--- src/bdpc_pkg.sv ---
package bdpc_pkg;

    // Timestamp arithmetic width; differences wrap modulo 2^TIME_WIDTH
    localparam int TIME_WIDTH = 32;
    localparam int NOW_WIDTH  = 32;
    localparam int CFG_WIDTH  = 16;
    localparam int CFG_IDX_W  = 2;

    typedef logic [TIME_WIDTH-1:0] t_time;

    // Event codes of a result word
    typedef enum logic [2:0] {
        EV_NONE     = 3'd0,
        EV_PRESSED  = 3'd1,
        EV_CLICK    = 3'd2,
        EV_LONG     = 3'd3,
        EV_RELEASED = 3'd4
    } t_event;

    // Command codes of an input word
    typedef enum logic {
        CMD_POLL = 1'b0,
        CMD_INIT = 1'b1
    } t_cmd;

    // Configuration register indexes
    typedef enum logic [CFG_IDX_W-1:0] {
        CFG_ACTIVE_HIGH = 2'd0,
        CFG_DEBOUNCE    = 2'd1,
        CFG_SHORT_PRESS = 2'd2,
        CFG_LONG_PRESS  = 2'd3
    } t_cfg_idx;

    typedef struct packed {
        logic                  cmd;
        logic                  raw_level;
        logic [NOW_WIDTH-1:0]  now_ms;
    } t_in_word;

    typedef struct packed {
        t_event event_kind;
        logic   pressed_flag;
        logic   long_pressed_flag;
    } t_out_word;

    typedef struct packed {
        logic                 active_high;
        logic [CFG_WIDTH-1:0] debounce_time;
        logic [CFG_WIDTH-1:0] short_press_time;
        logic [CFG_WIDTH-1:0] long_press_time;
    } t_cfg;

    typedef struct packed {
        logic  last_raw_pressed;
        logic  stable_pressed;
        t_time last_change_time;
        t_time press_start_time;
        logic  long_fired;
        logic  ignore_until_release;
    } t_state;

    localparam t_cfg CFG_RESET = '{
        active_high:      1'b1,
        debounce_time:    CFG_WIDTH'(50),
        short_press_time: CFG_WIDTH'(50),
        long_press_time:  CFG_WIDTH'(1000)
    };

endpackage

--- src/bdpc_in_if.sv ---
interface bdpc_in_if;
    logic                 valid;
    logic                 ready;
    bdpc_pkg::t_in_word   word;

    modport source (output valid, output word, input ready);
    modport sink   (input valid, input word, output ready);
endinterface

--- src/bdpc_out_if.sv ---
interface bdpc_out_if;
    logic                 valid;
    logic                 ready;
    bdpc_pkg::t_out_word  word;

    modport source (output valid, output word, input ready);
    modport sink   (input valid, input word, output ready);
endinterface

--- src/bdpc_step.sv ---
module bdpc_step (
    input  bdpc_pkg::t_cfg      i_cfg,
    input  bdpc_pkg::t_state    i_state,
    input  bdpc_pkg::t_in_word  i_word,
    output bdpc_pkg::t_state    o_state,
    output bdpc_pkg::t_out_word o_result
);
    import bdpc_pkg::*;

    logic   raw;
    t_time  now;
    t_time  change_time;
    t_time  db_elapsed;
    t_time  hold_elapsed;
    t_state st;
    t_event ev;

    // Level to pressed through polarity
    assign raw          = i_cfg.active_high ? i_word.raw_level : ~i_word.raw_level;
    assign now          = TIME_WIDTH'(i_word.now_ms);
    assign change_time  = (raw != i_state.last_raw_pressed) ? now : i_state.last_change_time;
    assign db_elapsed   = now - change_time;
    assign hold_elapsed = now - i_state.press_start_time;

    // Next state and event for one word
    always_comb begin
        st = i_state;
        ev = EV_NONE;
        if (i_word.cmd == CMD_INIT) begin
            st.last_raw_pressed     = raw;
            st.stable_pressed       = raw;
            st.last_change_time     = now;
            st.press_start_time     = now;
            st.long_fired           = 1'b0;
            st.ignore_until_release = raw;
        end else begin
            st.last_raw_pressed = raw;
            st.last_change_time = change_time;
            if (db_elapsed < TIME_WIDTH'(i_cfg.debounce_time)) begin
                ev = EV_NONE;
            end else if (raw != i_state.stable_pressed) begin
                // debounced edge
                st.stable_pressed = raw;
                if (i_state.ignore_until_release) begin
                    if (!raw) begin
                        st.ignore_until_release = 1'b0;
                    end
                end else if (raw) begin
                    st.press_start_time = now;
                    st.long_fired       = 1'b0;
                    ev                  = EV_PRESSED;
                end else if (i_state.long_fired) begin
                    ev = EV_RELEASED;
                end else if (hold_elapsed >= TIME_WIDTH'(i_cfg.short_press_time)) begin
                    ev = EV_CLICK;
                end
            end else if (!i_state.ignore_until_release && i_state.stable_pressed &&
                         !i_state.long_fired &&
                         hold_elapsed >= TIME_WIDTH'(i_cfg.long_press_time)) begin
                // held past the long time, fire once
                st.long_fired = 1'b1;
                ev            = EV_LONG;
            end
        end
    end

    assign o_state                    = st;
    assign o_result.event_kind        = ev;
    assign o_result.pressed_flag      = st.stable_pressed & ~st.ignore_until_release;
    assign o_result.long_pressed_flag = st.stable_pressed & st.long_fired &
                                        ~st.ignore_until_release;

endmodule

--- src/button_debounce_press_classifier.sv ---
// Channel | Dir | Payload                                     | Handshake
// i_in    | in  | cmd, raw_level, now_ms                      | valid/ready
// o_res   | out | event_kind, pressed_flag, long_pressed_flag | valid/ready
// i_cfg_* | in  | register index, 16-bit write data           | write enable
//
// One word per cycle sustained while the result side is ready. An accepted word
// passes through the input register, then the state update and the result
// register, where its result is valid and held until the result side takes it.
// The debounce state and the result register load together, so each word sees
// the state left by the one before it.
// Synchronous active-low reset clears the valid bits and the debounce state and
// loads the register defaults. A stalled result holds both stages; the input
// side stays ready while the input stage is empty.
module button_debounce_press_classifier (
    input  logic                                 i_clk,
    input  logic                                 i_rst_n,
    bdpc_in_if.sink                              i_in,
    bdpc_out_if.source                           o_res,
    input  logic                                 i_cfg_we,
    input  logic [bdpc_pkg::CFG_IDX_W-1:0]       i_cfg_idx,
    input  logic [bdpc_pkg::CFG_WIDTH-1:0]       i_cfg_wdata
);
    import bdpc_pkg::*;

    t_cfg      r_cfg;
    t_state    r_st;
    t_state    n_st;
    logic      r_in_valid;
    t_in_word  r_in_word;
    logic      r_out_valid;
    t_out_word r_out_word;
    t_out_word n_out_word;
    logic      advance;
    logic      in_take;

    // Pipeline handshake
    assign advance     = r_in_valid & (~r_out_valid | o_res.ready);
    assign i_in.ready  = ~r_in_valid | ~r_out_valid | o_res.ready;
    assign in_take     = i_in.valid & i_in.ready;
    assign o_res.valid = r_out_valid;
    assign o_res.word  = r_out_word;

    bdpc_step u_step (
        .i_cfg    (r_cfg),
        .i_state  (r_st),
        .i_word   (r_in_word),
        .o_state  (n_st),
        .o_result (n_out_word)
    );

    // Control, state and configuration
    always_ff @(posedge i_clk) begin
        if (!i_rst_n) begin
            r_in_valid  <= 1'b0;
            r_out_valid <= 1'b0;
            r_st        <= '0;
            r_cfg       <= CFG_RESET;
        end else begin
            r_in_valid  <= in_take | (r_in_valid & ~advance);
            r_out_valid <= advance | (r_out_valid & ~o_res.ready);
            if (advance) begin
                r_st <= n_st;
            end
            if (i_cfg_we) begin
                case (t_cfg_idx'(i_cfg_idx))
                    CFG_ACTIVE_HIGH: r_cfg.active_high      <= i_cfg_wdata[0];
                    CFG_DEBOUNCE:    r_cfg.debounce_time    <= i_cfg_wdata;
                    CFG_SHORT_PRESS: r_cfg.short_press_time <= i_cfg_wdata;
                    CFG_LONG_PRESS:  r_cfg.long_press_time  <= i_cfg_wdata;
                    default: ;
                endcase
            end
        end
    end

    // Payload registers
    always_ff @(posedge i_clk) begin
        if (in_take) begin
            r_in_word <= i_in.word;
        end
        if (advance) begin
            r_out_word <= n_out_word;
        end
    end

    // The pressed flag in a result agrees with the state it left behind
    a_flag_state: assert property (@(posedge i_clk) disable iff (!i_rst_n)
        advance |=> (r_out_word.pressed_flag ==
                     (r_st.stable_pressed & ~r_st.ignore_until_release)))
        else $error("pressed flag out of step with state");

    a_long_implies_pressed: assert property (@(posedge i_clk) disable iff (!i_rst_n)
        r_out_valid |-> !(r_out_word.long_pressed_flag && !r_out_word.pressed_flag))
        else $error("long pressed flag without pressed flag");

    a_long_event: assert property (@(posedge i_clk) disable iff (!i_rst_n)
        (r_out_valid && r_out_word.event_kind == EV_LONG) |-> r_st.long_fired)
        else $error("long press event without long_fired");

    a_press_event: assert property (@(posedge i_clk) disable iff (!i_rst_n)
        (r_out_valid && r_out_word.event_kind == EV_PRESSED) |->
            (r_st.stable_pressed && !r_st.long_fired))
        else $error("press event with wrong state");

    a_full_stall: assert property (@(posedge i_clk) disable iff (!i_rst_n)
        (r_in_valid && r_out_valid && !o_res.ready) |-> !i_in.ready)
        else $error("input accepted with both stages full");

endmodule

--- src/flat_wrapper.sv ---
// flat-port wrapper written by rule: the top's interface ports become plain ports
module button_debounce_press_classifier_flat import bdpc_pkg::*;
  (i_clk, i_rst_n, i_cfg_we, i_cfg_idx, i_cfg_wdata, i_in_valid, i_in_word, i_in_ready, o_res_valid, o_res_word, o_res_ready);
  bdpc_in_if i_in_i ();
  bdpc_out_if o_res_i ();
  input  logic i_clk;
  input  logic i_rst_n;
  input  logic i_cfg_we;
  input  logic [bdpc_pkg::CFG_IDX_W-1:0] i_cfg_idx;
  input  logic [bdpc_pkg::CFG_WIDTH-1:0] i_cfg_wdata;
  input wire logic [$bits(i_in_i.valid)-1:0] i_in_valid;
  input wire logic [$bits(i_in_i.word)-1:0] i_in_word;
  output wire logic [$bits(i_in_i.ready)-1:0] i_in_ready;
  output wire logic [$bits(o_res_i.valid)-1:0] o_res_valid;
  output wire logic [$bits(o_res_i.word)-1:0] o_res_word;
  input wire logic [$bits(o_res_i.ready)-1:0] o_res_ready;
  assign i_in_i.valid = i_in_valid;
  assign i_in_i.word = i_in_word;
  assign i_in_ready = i_in_i.ready;
  assign o_res_valid = o_res_i.valid;
  assign o_res_word = o_res_i.word;
  assign o_res_i.ready = o_res_ready;
  button_debounce_press_classifier u_core (.i_clk(i_clk), .i_rst_n(i_rst_n), .i_in(i_in_i), .o_res(o_res_i), .i_cfg_we(i_cfg_we), .i_cfg_idx(i_cfg_idx), .i_cfg_wdata(i_cfg_wdata));
endmodule
--- config.mk ---
export PLATFORM = sky130hd
export DESIGN_NAME = button_debounce_press_classifier_flat
export DESIGN_NICKNAME = d
export VERILOG_FILES = /design/src/bdpc_pkg.sv /design/src/bdpc_in_if.sv /design/src/bdpc_out_if.sv /design/src/bdpc_step.sv /design/src/button_debounce_press_classifier.sv /design/src/flat_wrapper.sv
export SDC_FILE = /design/constraint.sdc
export NUM_CORES = 1
export LEC_CHECK = 0
export BUFFER_PORTS_ARGS = -buffer_cell sky130_fd_sc_hd__buf_2
export CAP_MARGIN = 10
export CORE_ASPECT_RATIO = 0.5
export CORE_UTILIZATION = 55
export DETAILED_ROUTE_END_ITERATION = 7
export HOLD_SLACK_MARGIN = 0.03
export PLACE_DENSITY = 0.75
export SLEW_MARGIN = 0
export SYNTH_ARGS = -nofsm -noshare
export SYNTH_HDL_FRONTEND = slang
export SYNTH_SLANG_ARGS = --single-unit
--- constraint.sdc ---
create_clock -name i_clk -period 18.34 [get_ports i_clk]
set_clock_uncertainty 0.15 [all_clocks]
set_input_delay 1.834 -clock i_clk [delete_from_list [all_inputs] [get_ports i_clk]]
set_output_delay 1.834 -clock i_clk [all_outputs]
set_load 0.02 [all_outputs]
== Word level (Yosys, flattened, before mapping) ==
Cells that the tools add are included.

* Register bits: 158
* Input bits: 57
* Output and inout port bits: 7

* Add/sub/neg operators: 2
* $lt $le $gt $ge: 3
* Equal/unequal tests: 7
* Multiplexer cells: 20
* Bitwise gates (word level): 18
* Reductions and logical operators: 14

{| class="wikitable"
|+ Operators by type and width
! cell !! count
|-
| 2-to-1 mux 67 bit || 1
|-
| 2-to-1 mux 33 bit || 2
|-
| >= comparator 32 x 16 -> 1 bit || 2
|-
| 2-to-1 mux 32 bit || 2
|-
| subtractor 32 bit || 2
|-
| 2-to-1 mux 34 bit || 1
|-
| < comparator 32 x 16 -> 1 bit || 1
|-
| 2-to-1 mux 3 bit || 4
|-
| 2-to-1 mux 1 bit || 8
|-
| AND reduction 2 bit || 4
|-
| bitwise AND 1 bit || 7
|-
| NOT 1 bit || 6
|-
| bitwise OR 1 bit || 5
|-
| AND reduction 5 bit || 1
|-
| == test 2 bit (second input constant) || 2
|-
| 2-to-1 mux 2 bit || 2
|-
| nonzero test 2 bit || 2
|-
| logical AND 1 bit || 3
|-
| == test 2 x 1 -> 1 bit (second input constant) || 1
|-
| logical NOT 1 bit || 2
|-
| logical NOT 2 bit || 1
|-
| != test 1 bit || 2
|-
| != test 2 x 1 -> 1 bit (second input constant) || 1
|-
| != test 2 bit (second input constant) || 1
|-
| OR reduction 2 bit || 1
|}

== Logic depth before layout (Yosys ltp) ==
Gate-level depths: netlist of the first run.

* Depth in word-level cells: 10
* Depth in mapped cells: 26
* Depth with buffers taken out: 23

== Hierarchy ==
A second synthesis of the first run with hierarchy kept.

* Cell total of the unflattened synthesis: 1498
* Area total of the unflattened synthesis: 12110.4 µm²

{| class="wikitable"
|+ By module, submodules not included
! module !! times used !! cells each !! area each (µm²) !! seq. area each (µm²)
|-
| bdpc_step || 1 || 966 || 6493.7 || 0.0
|-
| button_debounce_press_classifier || 1 || 532 || 5616.6 || 3553.4
|}

== Worst setup path after synthesis of the first run ==
No wires, ideal clock.

* Path type: flip-flop to flip-flop
* Start: register u_core.r_cfg[48] in the netlist's numbering
* End: register u_core.r_st[10] in the netlist's numbering
* Arrival time: 5.759 ns
* Setup slack: 12.360 ns
* Stages on the path, launching flop included: 25
* Path buffers: 5
* Cell sequence: dfxtp_1 -> xnor3_1 -> buf_2 -> buf_1 -> clkbuf_1 -> mux2i_1 -> ha_1 -> clkbuf_1 -> nand4_1 -> or3_1 -> o32ai_1 -> a211o_1 -> xor2_1 -> ha_1 -> a21oi_1 -> o22ai_1 -> a211oi_1 -> o221a_2 -> nand4_1 -> nor4_1 -> nand4_1 -> o31a_1 -> o21ai_4 -> buf_6 -> mux2i_1

* Cells in the longest elaborated chain, start to end: 7
* Elaborated cells on any way between the ends: 10
* Classes of those cells: add/sub: 1; order compare: 1; eq/ne: 3; mux: 2; reduce/logical: 3

{| class="wikitable"
|+ RTL lines
! element !! line !! source
|-
| start, declared || button_debounce_press_classifier.sv:25 || <nowiki>t_cfg r_cfg;</nowiki>
|-
| 2-to-1 mux 1 bit (*) || bdpc_step.sv:19 || <nowiki>assign raw = i_cfg.active_high ? i_word.raw_level : ~i_word.raw_level;</nowiki>
|-
| != test 1 bit || bdpc_step.sv:21 || <nowiki>assign change_time = (raw != i_state.last_raw_pressed) ? now : i_state.last_change_time;</nowiki>
|-
| 2-to-1 mux 32 bit || bdpc_step.sv:21 ||
|-
| subtractor 32 bit || bdpc_step.sv:22 || <nowiki>assign db_elapsed = now - change_time;</nowiki>
|-
| < comparator 32 x 16 -> 1 bit || bdpc_step.sv:39 || <nowiki>if (db_elapsed < TIME_WIDTH'(i_cfg.debounce_time)) begin</nowiki>
|-
| != test 2 x 1 -> 1 bit (no source line) || - ||
|-
| AND reduction 5 bit (no source line) (*) || - ||
|-
| end signal, assigned || button_debounce_press_classifier.sv:62 || <nowiki>r_st <= n_st;</nowiki>
|-
| end, declared || button_debounce_press_classifier.sv:26 || <nowiki>t_state r_st;</nowiki>
|}

Mark *: on every way between the ends. The rest lies on a longest branch, timed or not.
A chain may end at the register's enable or synchronous reset.

== Worst setup path after layout of the first run ==
* Start: register u_core.r_cfg[48] in the netlist's numbering
* End: register u_core.r_st[28] in the netlist's numbering

The elaborated chain is that of the path after synthesis.

==> out/results.ini, run 1 <==
[cells_and_area]
post_layout_nonfiller_instances = 1704
area_delta_synth_final_pct = 9.777
proportion_of_layout_cells_with_a_drive_suffix_above_1_pct = 8.136
final_net_count = 1591
antennaDiodeCount = 0

[timing]
portion_of_the_clock_cycle_consumed_by_the_worst_path_in_the_final_layout_pct = 36.34
grt_setup_unrepaired = false
fin_setup_tns_ns = 0
timing_worst_slew_pin_value_ns = 1.099
count_of_endpoints_failing_setup_in_the_final_report = 0
shortest_period_the_worst_path_allows_ns = 6.665
slew_headroom_pct = 26.71
timing.final.hold_violations = 0
final_max_slew_viol_count = 0
timing.fmax_mhz = 150.0

[synth]
synth_largest_type_area_fraction_pct = 21.30
yosys-top-cells-area = sky130_fd_sc_hd__dfxtp_1, sky130_fd_sc_hd__ha_1, sky130_fd_sc_hd__edfxtp_1
fraction_of_registers_with_async_set_reset_pct = 0
postSynthNetCount = 1562
netlist.top_cell.by_area = sky130_fd_sc_hd__dfxtp_1
mappedNetlistArea_um2 = 11180
synthDistinctLibCells = 66
ys_ff_latch = 158
synth-seq-area-share_pct = 31.77
synth_enable_flop_cells = 39
syn_inst = 1396
synth_area_per_cell_um2 = 8.012
yosys_warnings = 0
synth_ff_type = sky130_fd_sc_hd__dfxtp_1

[power_and_ir_drop]
total_switching_power_mw = 0.3823
switching_share_pct = 34.09
internal-power_mw = 0.7392
power_frac_seq_pct = 34.8
p_clk_share_pct = 33.3
comb_power_share_pct = 31.9
max-vdd-ir-drop_mv = 0.06432
pwr_density_cell_nw_per_um2 = 91.35
power.leakage_nw = 5.121

[setup_path]
crit_reg_reg_startpoint = u_core.r_cfg[48]$_SDFFE_PN1P_
slack_of_the_worst_reg_to_reg_path_ns = 11.67
worstSetupStartpoint = u_core.r_cfg[48]$_SDFFE_PN1P_
worst-r2r-cell-count = 23
cp_cell_sequence = xnor3_2, mux2i_1, ha_1, and4_1, nor2b_1, nor2b_1, a211oi_1, nor2_1, nor2_1, xnor2_1, ha_1, a21o_1, a21oi_1, o22ai_1, a211oi_1, o221a_2, nand4_1, nor4_1, nand4_1, o31a_1, o21ai_4, buf_4, mux2i_1
cp_slowest_stage_delay_ns = 1.14
critical_path_peak_fanout = 38
launching_element_type_of_the_critical_path = flip-flop
crit_path_end_kind = flip-flop
cp_data_arrival_time_ns = 6.88
cp.required_ns = 18.56
cpMaxStageDelayCell = sky130_fd_sc_hd__xnor3_2
crit_type = reg2reg
r2r-end = u_core.r_st[28]$_SDFFE_PN0P_

[clocking]
clock_latency_ns = 0.44
cts-hold-fix-buffers = 0
post_cts_buffers = 0
tritoncts = built
post_cts_resized = 0
cts_buffers = 17
htreeDepth = 4
cell_at_the_root_of_the_clock_tree = sky130_fd_sc_hd__clkbuf_16
clkTransAtPathRegs_ns = 0.06
numClockSinks = 158
clockBufferDepth = 2

[place]
dp.cells = 1671
number_of_input_and_output_port_buffers_inserted = 63
gp_congestion = 0.9520
dp.final_hpwl_um = 24040

[min_path]
holdPathStages = 2
worst_hold_startpoint = u_core.r_st[61]$_SDFFE_PN0P_
min_to = u_core.r_st[61]$_SDFFE_PN0P_
min-delay-path-class = reg2reg

[run_status]
result_of_the_run = complete, no violations

[detailed_routing]
drt_first_pass_iters = 5
avgViaCountPerCell = 5.936
wirelength_um = 31350
detailedRoute.firstIterationViolations = 784
antenna_left = 0
routed_wire_length_per_instance_um = 18.40
total_vias_in_the_final_route = 10120
post_route_drc_violation_count = 0

[floorplan]
die_extent_in_x_um = 203.7
placeableCoreArea_um2 = 19680
die-height_um = 102.8
floorplan.io_pins = 64
dieArea_um2 = 20940
initial_core_util_pct = 56.82
row_count = 36

[global_routing]
pin_count_of_the_biggest_net_entering_global_routing = 79
grt_first_pass_wirelength_um = 49580
grt_pass1_vias = 9323
groute.usage.overall_pct = 30.77
antenna_violations_before_repair = 0
globalRouteOverflowTotal = 0

[job]
max_cap_viol_count = 0

[sequential cells by signal (all words and copies together) (netlist names)]
name                flops
u_core.r_st            68
u_core.r_cfg           49
u_core.r_in_word       34
u_core.o_res.word       5
u_core.o_res.valid      1
u_core.r_in_valid       1
[synthesized netlist by cell type (12+ instances only)]
master                     instances
sky130_fd_sc_hd__ha_1            107
sky130_fd_sc_hd__nand2_1         290
sky130_fd_sc_hd__edfxtp_1         39
sky130_fd_sc_hd__nor2_1           61
sky130_fd_sc_hd__xnor2_1          32
sky130_fd_sc_hd__mux2i_1          66
sky130_fd_sc_hd__o21ai_0          47
sky130_fd_sc_hd__xor2_1           18
sky130_fd_sc_hd__o211ai_1         19
sky130_fd_sc_hd__o21a_1           12
sky130_fd_sc_hd__dfxtp_1         119
sky130_fd_sc_hd__clkbuf_1         59
sky130_fd_sc_hd__nor2b_1          12
sky130_fd_sc_hd__nand3_1          12
sky130_fd_sc_hd__a21o_1           43
sky130_fd_sc_hd__a21oi_1         138
sky130_fd_sc_hd__nor3_1           17
sky130_fd_sc_hd__a21boi_0         34
sky130_fd_sc_hd__inv_1           107
sky130_fd_sc_hd__nand4_1          24
[layout by cell type, fill, tap and decap left out, types with 6 or more instances in the layout]
| cell | n |
|---|---|
| sky130_fd_sc_hd__nand2_1 | 290 |
| sky130_fd_sc_hd__a21oi_1 | 138 |
| sky130_fd_sc_hd__dfxtp_1 | 119 |
| sky130_fd_sc_hd__inv_1 | 107 |
| sky130_fd_sc_hd__ha_1 | 107 |
| sky130_fd_sc_hd__mux2i_1 | 66 |
| sky130_fd_sc_hd__buf_2 | 62 |
| sky130_fd_sc_hd__nor2_1 | 61 |
| sky130_fd_sc_hd__o21ai_0 | 47 |
| sky130_fd_sc_hd__a21o_1 | 43 |
| sky130_fd_sc_hd__edfxtp_1 | 39 |
| sky130_fd_sc_hd__a21boi_0 | 34 |
| sky130_fd_sc_hd__xnor2_1 | 32 |
| sky130_fd_sc_hd__nand4_1 | 24 |
| sky130_fd_sc_hd__o211ai_1 | 19 |
| sky130_fd_sc_hd__clkbuf_16 | 19 |
| sky130_fd_sc_hd__xor2_1 | 18 |
| sky130_fd_sc_hd__nor3_1 | 17 |
| sky130_fd_sc_hd__nor2b_1 | 12 |
| sky130_fd_sc_hd__o21a_1 | 12 |
| sky130_fd_sc_hd__nand3_1 | 12 |
| sky130_fd_sc_hd__a211oi_1 | 11 |
| sky130_fd_sc_hd__buf_4 | 11 |
| sky130_fd_sc_hd__a31oi_1 | 8 |
| sky130_fd_sc_hd__o21bai_1 | 8 |
| sky130_fd_sc_hd__and3_1 | 8 |
| sky130_fd_sc_hd__nand2b_1 | 7 |
| sky130_fd_sc_hd__nor4_1 | 7 |
| sky130_fd_sc_hd__o2111ai_1 | 6 |
[worst max-delay path by stage]
stage                                        end  slack (ns)  cells after the start
floorplan           u_core.r_st[10]$_SDFFE_PN0P_       12.36                     24
global placement     u_core.r_st[2]$_SDFFE_PN0P_       11.99                     23
detailed placement  u_core.r_st[27]$_SDFFE_PN0P_       11.77                     23
CTS                  u_core.r_st[7]$_SDFFE_PN0P_       11.73                     23
global route        u_core.r_st[20]$_SDFFE_PN0P_       11.09                     23
finish              u_core.r_st[28]$_SDFFE_PN0P_       11.67                     23
[kinds of logic after synthesis]
kind of cell | count (synthesis) | synth area share [%]
buffers and inverters | 171 | 5.951
AND/OR/NAND/NOR | 463 | 17.93
XOR/XNOR | 52 | 4.329
flip-flops | 158 | 31.77
adder cells (fa/ha/maj) | 109 | 12.33
AO/OA/AOI/OAI | 376 | 21.68
multiplexers | 67 | 6.007
[final cells by class]
class,count,area [um^2]
Inverter,107,401.6
Clock inverter,7,97.59
Clock buffer,25,518.0
Fill cell,1733,7406
Multi-Input combinational cell,1067,6970
Sequential cell,158,3553
Tap cell,266,332.8
Timing Repair Buffer,74,404.1
[power groups by stage]
| stage | registers, mW | clock network [mW] | logic [mW] |
|---|---|---|---|
| 2_1_floorplan | 0.392 | 0 | 0.259 |
| 3_3_place_gp | 0.397 | 0 | 0.340 |
| 3_5_place_dp | 0.397 | 0 | 0.348 |
| 4_1_cts | 0.390 | 0.378 | 0.351 |
| 5_1_grt | 0.392 | 0.392 | 0.394 |
| 6_report | 0.390 | 0.374 | 0.357 |
[layer usage]
metal / routed length (um) / GRT usage (%) / up-vias
li1: - / - / 4971
met1: 15520 / 44.07 / 4786
met5: 0 / 0 / -
met4: 487 / 8.502 / 0
met2: 13550 / 48.80 / 324
met3: 1789 / 4.109 / 34
[worst max-delay path, delay by kind of cell, from the launching register on]
family	cells	cell delay, ns
fa+ha+maj	2	0.61
compound gates	8	1.80
simple gates	8	1.30
flops	1	0.36
mux	2	0.55
buf+inv	1	0.51
xor+xnor	2	1.28
[stage by stage]
step | hold WS [ns] | setup slack, ns | power [mW] | area, um^2 | util [%]
final | 0.3065 | 11.67 | 1.122 | 12280 | 62.38
after global routing | 0.3160 | 11.09 | 1.178 | 12280 | 62.38
after CTS | 0.3054 | 11.73 | 1.118 | 12270 | 62.32
after detailed placement | 0.2965 | 11.77 | 0.7457 | 11650 | 59.19
after global placement | 0.2910 | 11.99 | 0.7369 | 11650 | 59.19
after floorplan | 0.2857 | 12.36 | 0.6502 | 11180 | -
No activity file was read; power rests on OpenSTA's default activity.
==> run 2: changes to the inputs <==
--- a/config.mk
+++ b/config.mk
@@ -5,13 +5,14 @@
 export SDC_FILE = /design/constraint.sdc
 export NUM_CORES = 1
 export LEC_CHECK = 0
+export ABC_AREA = 1
 export BUFFER_PORTS_ARGS = -buffer_cell sky130_fd_sc_hd__buf_2
 export CAP_MARGIN = 10
 export CORE_ASPECT_RATIO = 0.5
 export CORE_UTILIZATION = 55
 export DETAILED_ROUTE_END_ITERATION = 7
 export HOLD_SLACK_MARGIN = 0.03
-export PLACE_DENSITY = 0.75
+export PLACE_DENSITY = 0.78
 export SLEW_MARGIN = 0
 export SYNTH_ARGS = -nofsm -noshare
 export SYNTH_HDL_FRONTEND = slang
==> constraint.sdc (replaced) <==
create_clock -name i_clk -period 6.1 [get_ports i_clk]
set_clock_uncertainty 0.15 [all_clocks]
set_input_delay 0.61 -clock i_clk [delete_from_list [all_inputs] [get_ports i_clk]]
set_output_delay 0.61 -clock i_clk [all_outputs]
set_load 0.02 [all_outputs]
==> out/results.ini, run 2 <==
[synth]
yosys_warnings = 0  ; unchanged
synth_area_per_cell_um2 = 6.701  ; -16%
yosys-top-cells-area = sky130_fd_sc_hd__dfxtp_1, sky130_fd_sc_hd__nand2_1, sky130_fd_sc_hd__ha_1
postSynthNetCount = 1967  ; +26%
synth-seq-area-share_pct = 29.44  ; -2.3 points
fraction_of_registers_with_async_set_reset_pct = 0  ; unchanged
mappedNetlistArea_um2 = 12070  ; +7.9%
synth_largest_type_area_fraction_pct = 19.74  ; -1.6 points
yosys-top-cells-count = sky130_fd_sc_hd__nand2_1, sky130_fd_sc_hd__inv_1, sky130_fd_sc_hd__nor2_1
synthMostInstantiatedCell = sky130_fd_sc_hd__nand2_1
synth_ff_type = sky130_fd_sc_hd__dfxtp_1
ys_ff_latch = 158  ; unchanged
synth_enable_flop_cells = 39  ; unchanged
netlist.top_cell.by_area = sky130_fd_sc_hd__dfxtp_1
syn_inst = 1801  ; +29%
synthDistinctLibCells = 48  ; -27%

[cells_and_area]
antennaDiodeCount = 0  ; unchanged
largest-register = u_core.r_st
area_delta_synth_final_pct = 9.061
largest_registers = u_core.r_st x68, u_core.r_cfg x49, u_core.r_in_word x34
final_common_cell = sky130_fd_sc_hd__nand2_1
proportion_of_layout_cells_with_a_drive_suffix_above_1_pct = 9.655  ; +1.5 points
final_net_count = 2007  ; +26%
most-common-layout-cells = sky130_fd_sc_hd__nand2_1, sky130_fd_sc_hd__inv_1, sky130_fd_sc_hd__nor2_1, sky130_fd_sc_hd__o21ai_0, sky130_fd_sc_hd__a21oi_1
largest_register_ff_count = 68  ; unchanged

[global_routing]
grt_pass1_vias = 10490  ; +12%
antenna_violations_before_repair = 0  ; unchanged
globalRouteOverflowTotal = 0  ; unchanged
groute.usage.overall_pct = 31.69  ; +0.91 points
pin_count_of_the_biggest_net_entering_global_routing = 81  ; +2.5%
grt_first_pass_wirelength_um = 54860  ; +11%

[setup_path]
cpMostUsedCell = sky130_fd_sc_hd__nand2_1
cpMaxStageDelayCell = sky130_fd_sc_hd__dfxtp_1
crit_path_end_kind = flip-flop
cp_data_arrival_time_ns = 5.77  ; -1.11 ns
launching_element_type_of_the_critical_path = flip-flop
cp_slowest_stage_delay_ns = 0.40  ; -0.74 ns
cp.required_ns = 6.29  ; -12.27 ns
crit_type = reg2reg
critical_path_peak_fanout = 33  ; -13%

[power_and_ir_drop]
power.leakage_nw = 6.292  ; +23%
pwr_density_cell_nw_per_um2 = 273.2  ; +200%
max-vdd-ir-drop_mv = 0.2445  ; +280%
post-layout-total-power_mw = 3.596  ; +220%

[timing]
timing.fmax_mhz = 179.1  ; +19%
shortest_period_the_worst_path_allows_ns = 5.583  ; -1.082 ns
count_of_endpoints_failing_setup_in_the_final_report = 0  ; unchanged
finalHoldWorstSlack_ns = 0.1766  ; -0.1298 ns
portion_of_the_clock_cycle_consumed_by_the_worst_path_in_the_final_layout_pct = 91.53  ; +55 points
timing.final.hold_violations = 0  ; unchanged
final_max_slew_viol_count = 0  ; unchanged
timing_worst_slew_pin_value_ns = 1.165  ; +0.06592 ns
grt_setup_unrepaired = false
fin_setup_tns_ns = 0  ; unchanged
slew_headroom_pct = 22.23  ; -4.5 points

[place]
gp_congestion = 0.9658  ; +1.4%
number_of_input_and_output_port_buffers_inserted = 63  ; unchanged
dp.final_hpwl_um = 27240  ; +13%

[clocking]
numClockSinks = 158  ; unchanged
cell_at_the_root_of_the_clock_tree = sky130_fd_sc_hd__clkbuf_16
htreeDepth = 4  ; unchanged
cts-hold-fix-buffers = 0  ; unchanged
tritoncts = built
clkTransAtPathRegs_ns = 0.07  ; about the same
clockBufferDepth = 2  ; unchanged
clock_latency_ns = 0.46  ; +0.02 ns
cts_buffers = 17  ; unchanged

[floorplan]
die_extent_in_x_um = 211.5  ; +3.8%
dieArea_um2 = 22580  ; +7.8%
die-height_um = 106.7  ; +3.8%
placeableCoreArea_um2 = 21020  ; +6.8%
floorplan.io_pins = 64  ; unchanged
initial_core_util_pct = 57.42  ; +0.60 points
row_count = 37  ; +2.8%

[detailed_routing]
wirelength_um = 34590  ; +10%
drt_first_pass_iters = 8  ; +3
total_vias_in_the_final_route = 11930  ; +18%
routed_wire_length_per_instance_um = 16.12  ; -12%
post_route_drc_violation_count = 0  ; unchanged
avgViaCountPerCell = 5.558  ; -6.4%
detailedRoute.firstIterationViolations = 1300  ; +66%
antenna_left = 0  ; unchanged

[run_status]
result_of_the_run = complete, no violations

[min_path]
min-delay-path-class = in2reg

[job]
max_cap_viol_count = 0  ; unchanged

[run 2: worst paths after layout]
| check | start | to | slack (ns) | depth (start not counted) |
|---|---|---|---|---|
| hold reg to reg | u_core.r_cfg[29]$_SDFFE_PN0P_ | u_core.r_cfg[29]$_SDFFE_PN0P_ | 0.31 | 2 |
| hold / removal | i_in_word[7] | u_core.r_in_word[7]$_DFFE_PP_ | 0.18 | 1 |
| setup / recovery | u_core.r_cfg[48]$_SDFFE_PN1P_ | u_core.r_st[29]$_SDFFE_PN0P_ | 0.52 | 31 |
| setup reg to reg | u_core.r_cfg[48]$_SDFFE_PN1P_ | u_core.r_st[29]$_SDFFE_PN0P_ | 0.52 | 31 |
[run 2: layout make-up]
| cell class | count | area [um^2] |
|---|---|---|
| clock buffer | 18 | 450.4 |
| multi-input combinational | 1311 | 7237 |
| timing repair buffer | 69 | 360.3 |
| clock inverter | 14 | 123.9 |
| fill | 2050 | 7855 |
| tap | 292 | 365.4 |
| sequential | 158 | 3553 |
| inverter | 284 | 1072 |
[run 2: layer usage]
| layer | wire [um] | vias up | global-route usage, % |
|---|---|---|---|
| li1 | - | 6000 | - |
| met1 | 16710 | 5379 | 46.40 |
| met2 | 13980 | 496 | 46.73 |
| met3 | 3244 | 52 | 6.122 |
| met4 | 648 | 0 | 9.524 |
| met5 | 0 | - | 0 |
[run 2: worst max-delay path, delay by kind of cell (launching register included)]
kind	cells	cell delay [ns]
AO/OA/AOI/OAI	4	0.56
flip-flops	1	0.40
XOR/XNOR	1	0.22
buffers and inverters	6	1.12
AND/OR/NAND/NOR	18	2.29
adder cells (fa/ha/maj)	2	0.68
[run 2: through the flow]
stage	cell area [um^2]	utilization [%]	worst slack, ns	cells
global route	13160	62.63	0.1243	2146
finish	13160	62.63	0.5168	2146
detailed placement	12580	59.83	0.4995	2114
CTS	13150	62.57	0.4503	2146
floorplan	12070	-	1.344	1801
global placement	12580	59.83	0.6945	2114
[run 2: timing repair]
| item | CTS | global route |
|---|---|---|
| gates resized for setup | 0 | 4 |
| buffers inserted | 0 | 0 |
| endpoints found under the setup margin | 0 | 32 |
[run 2: cells by family after synthesis]
logic type | Yosys count | share of synthesized area [%]
AO/OA/AOI/OAI | 378 | 18.16
XOR/XNOR | 33 | 2.395
adder cells (fa/ha/maj) | 109 | 11.42
buffers and inverters | 332 | 10.73
flip-flops | 158 | 29.44
AND/OR/NAND/NOR | 791 | 27.85
[run 2: report_power, final]
part           leakage (nW)  switching (mW)  internal [mW]
sequential             1.36          0.0477           1.14
clock                 0.283           0.497          0.559
combinational          4.65           0.886          0.465
total                  6.29            1.43           2.17
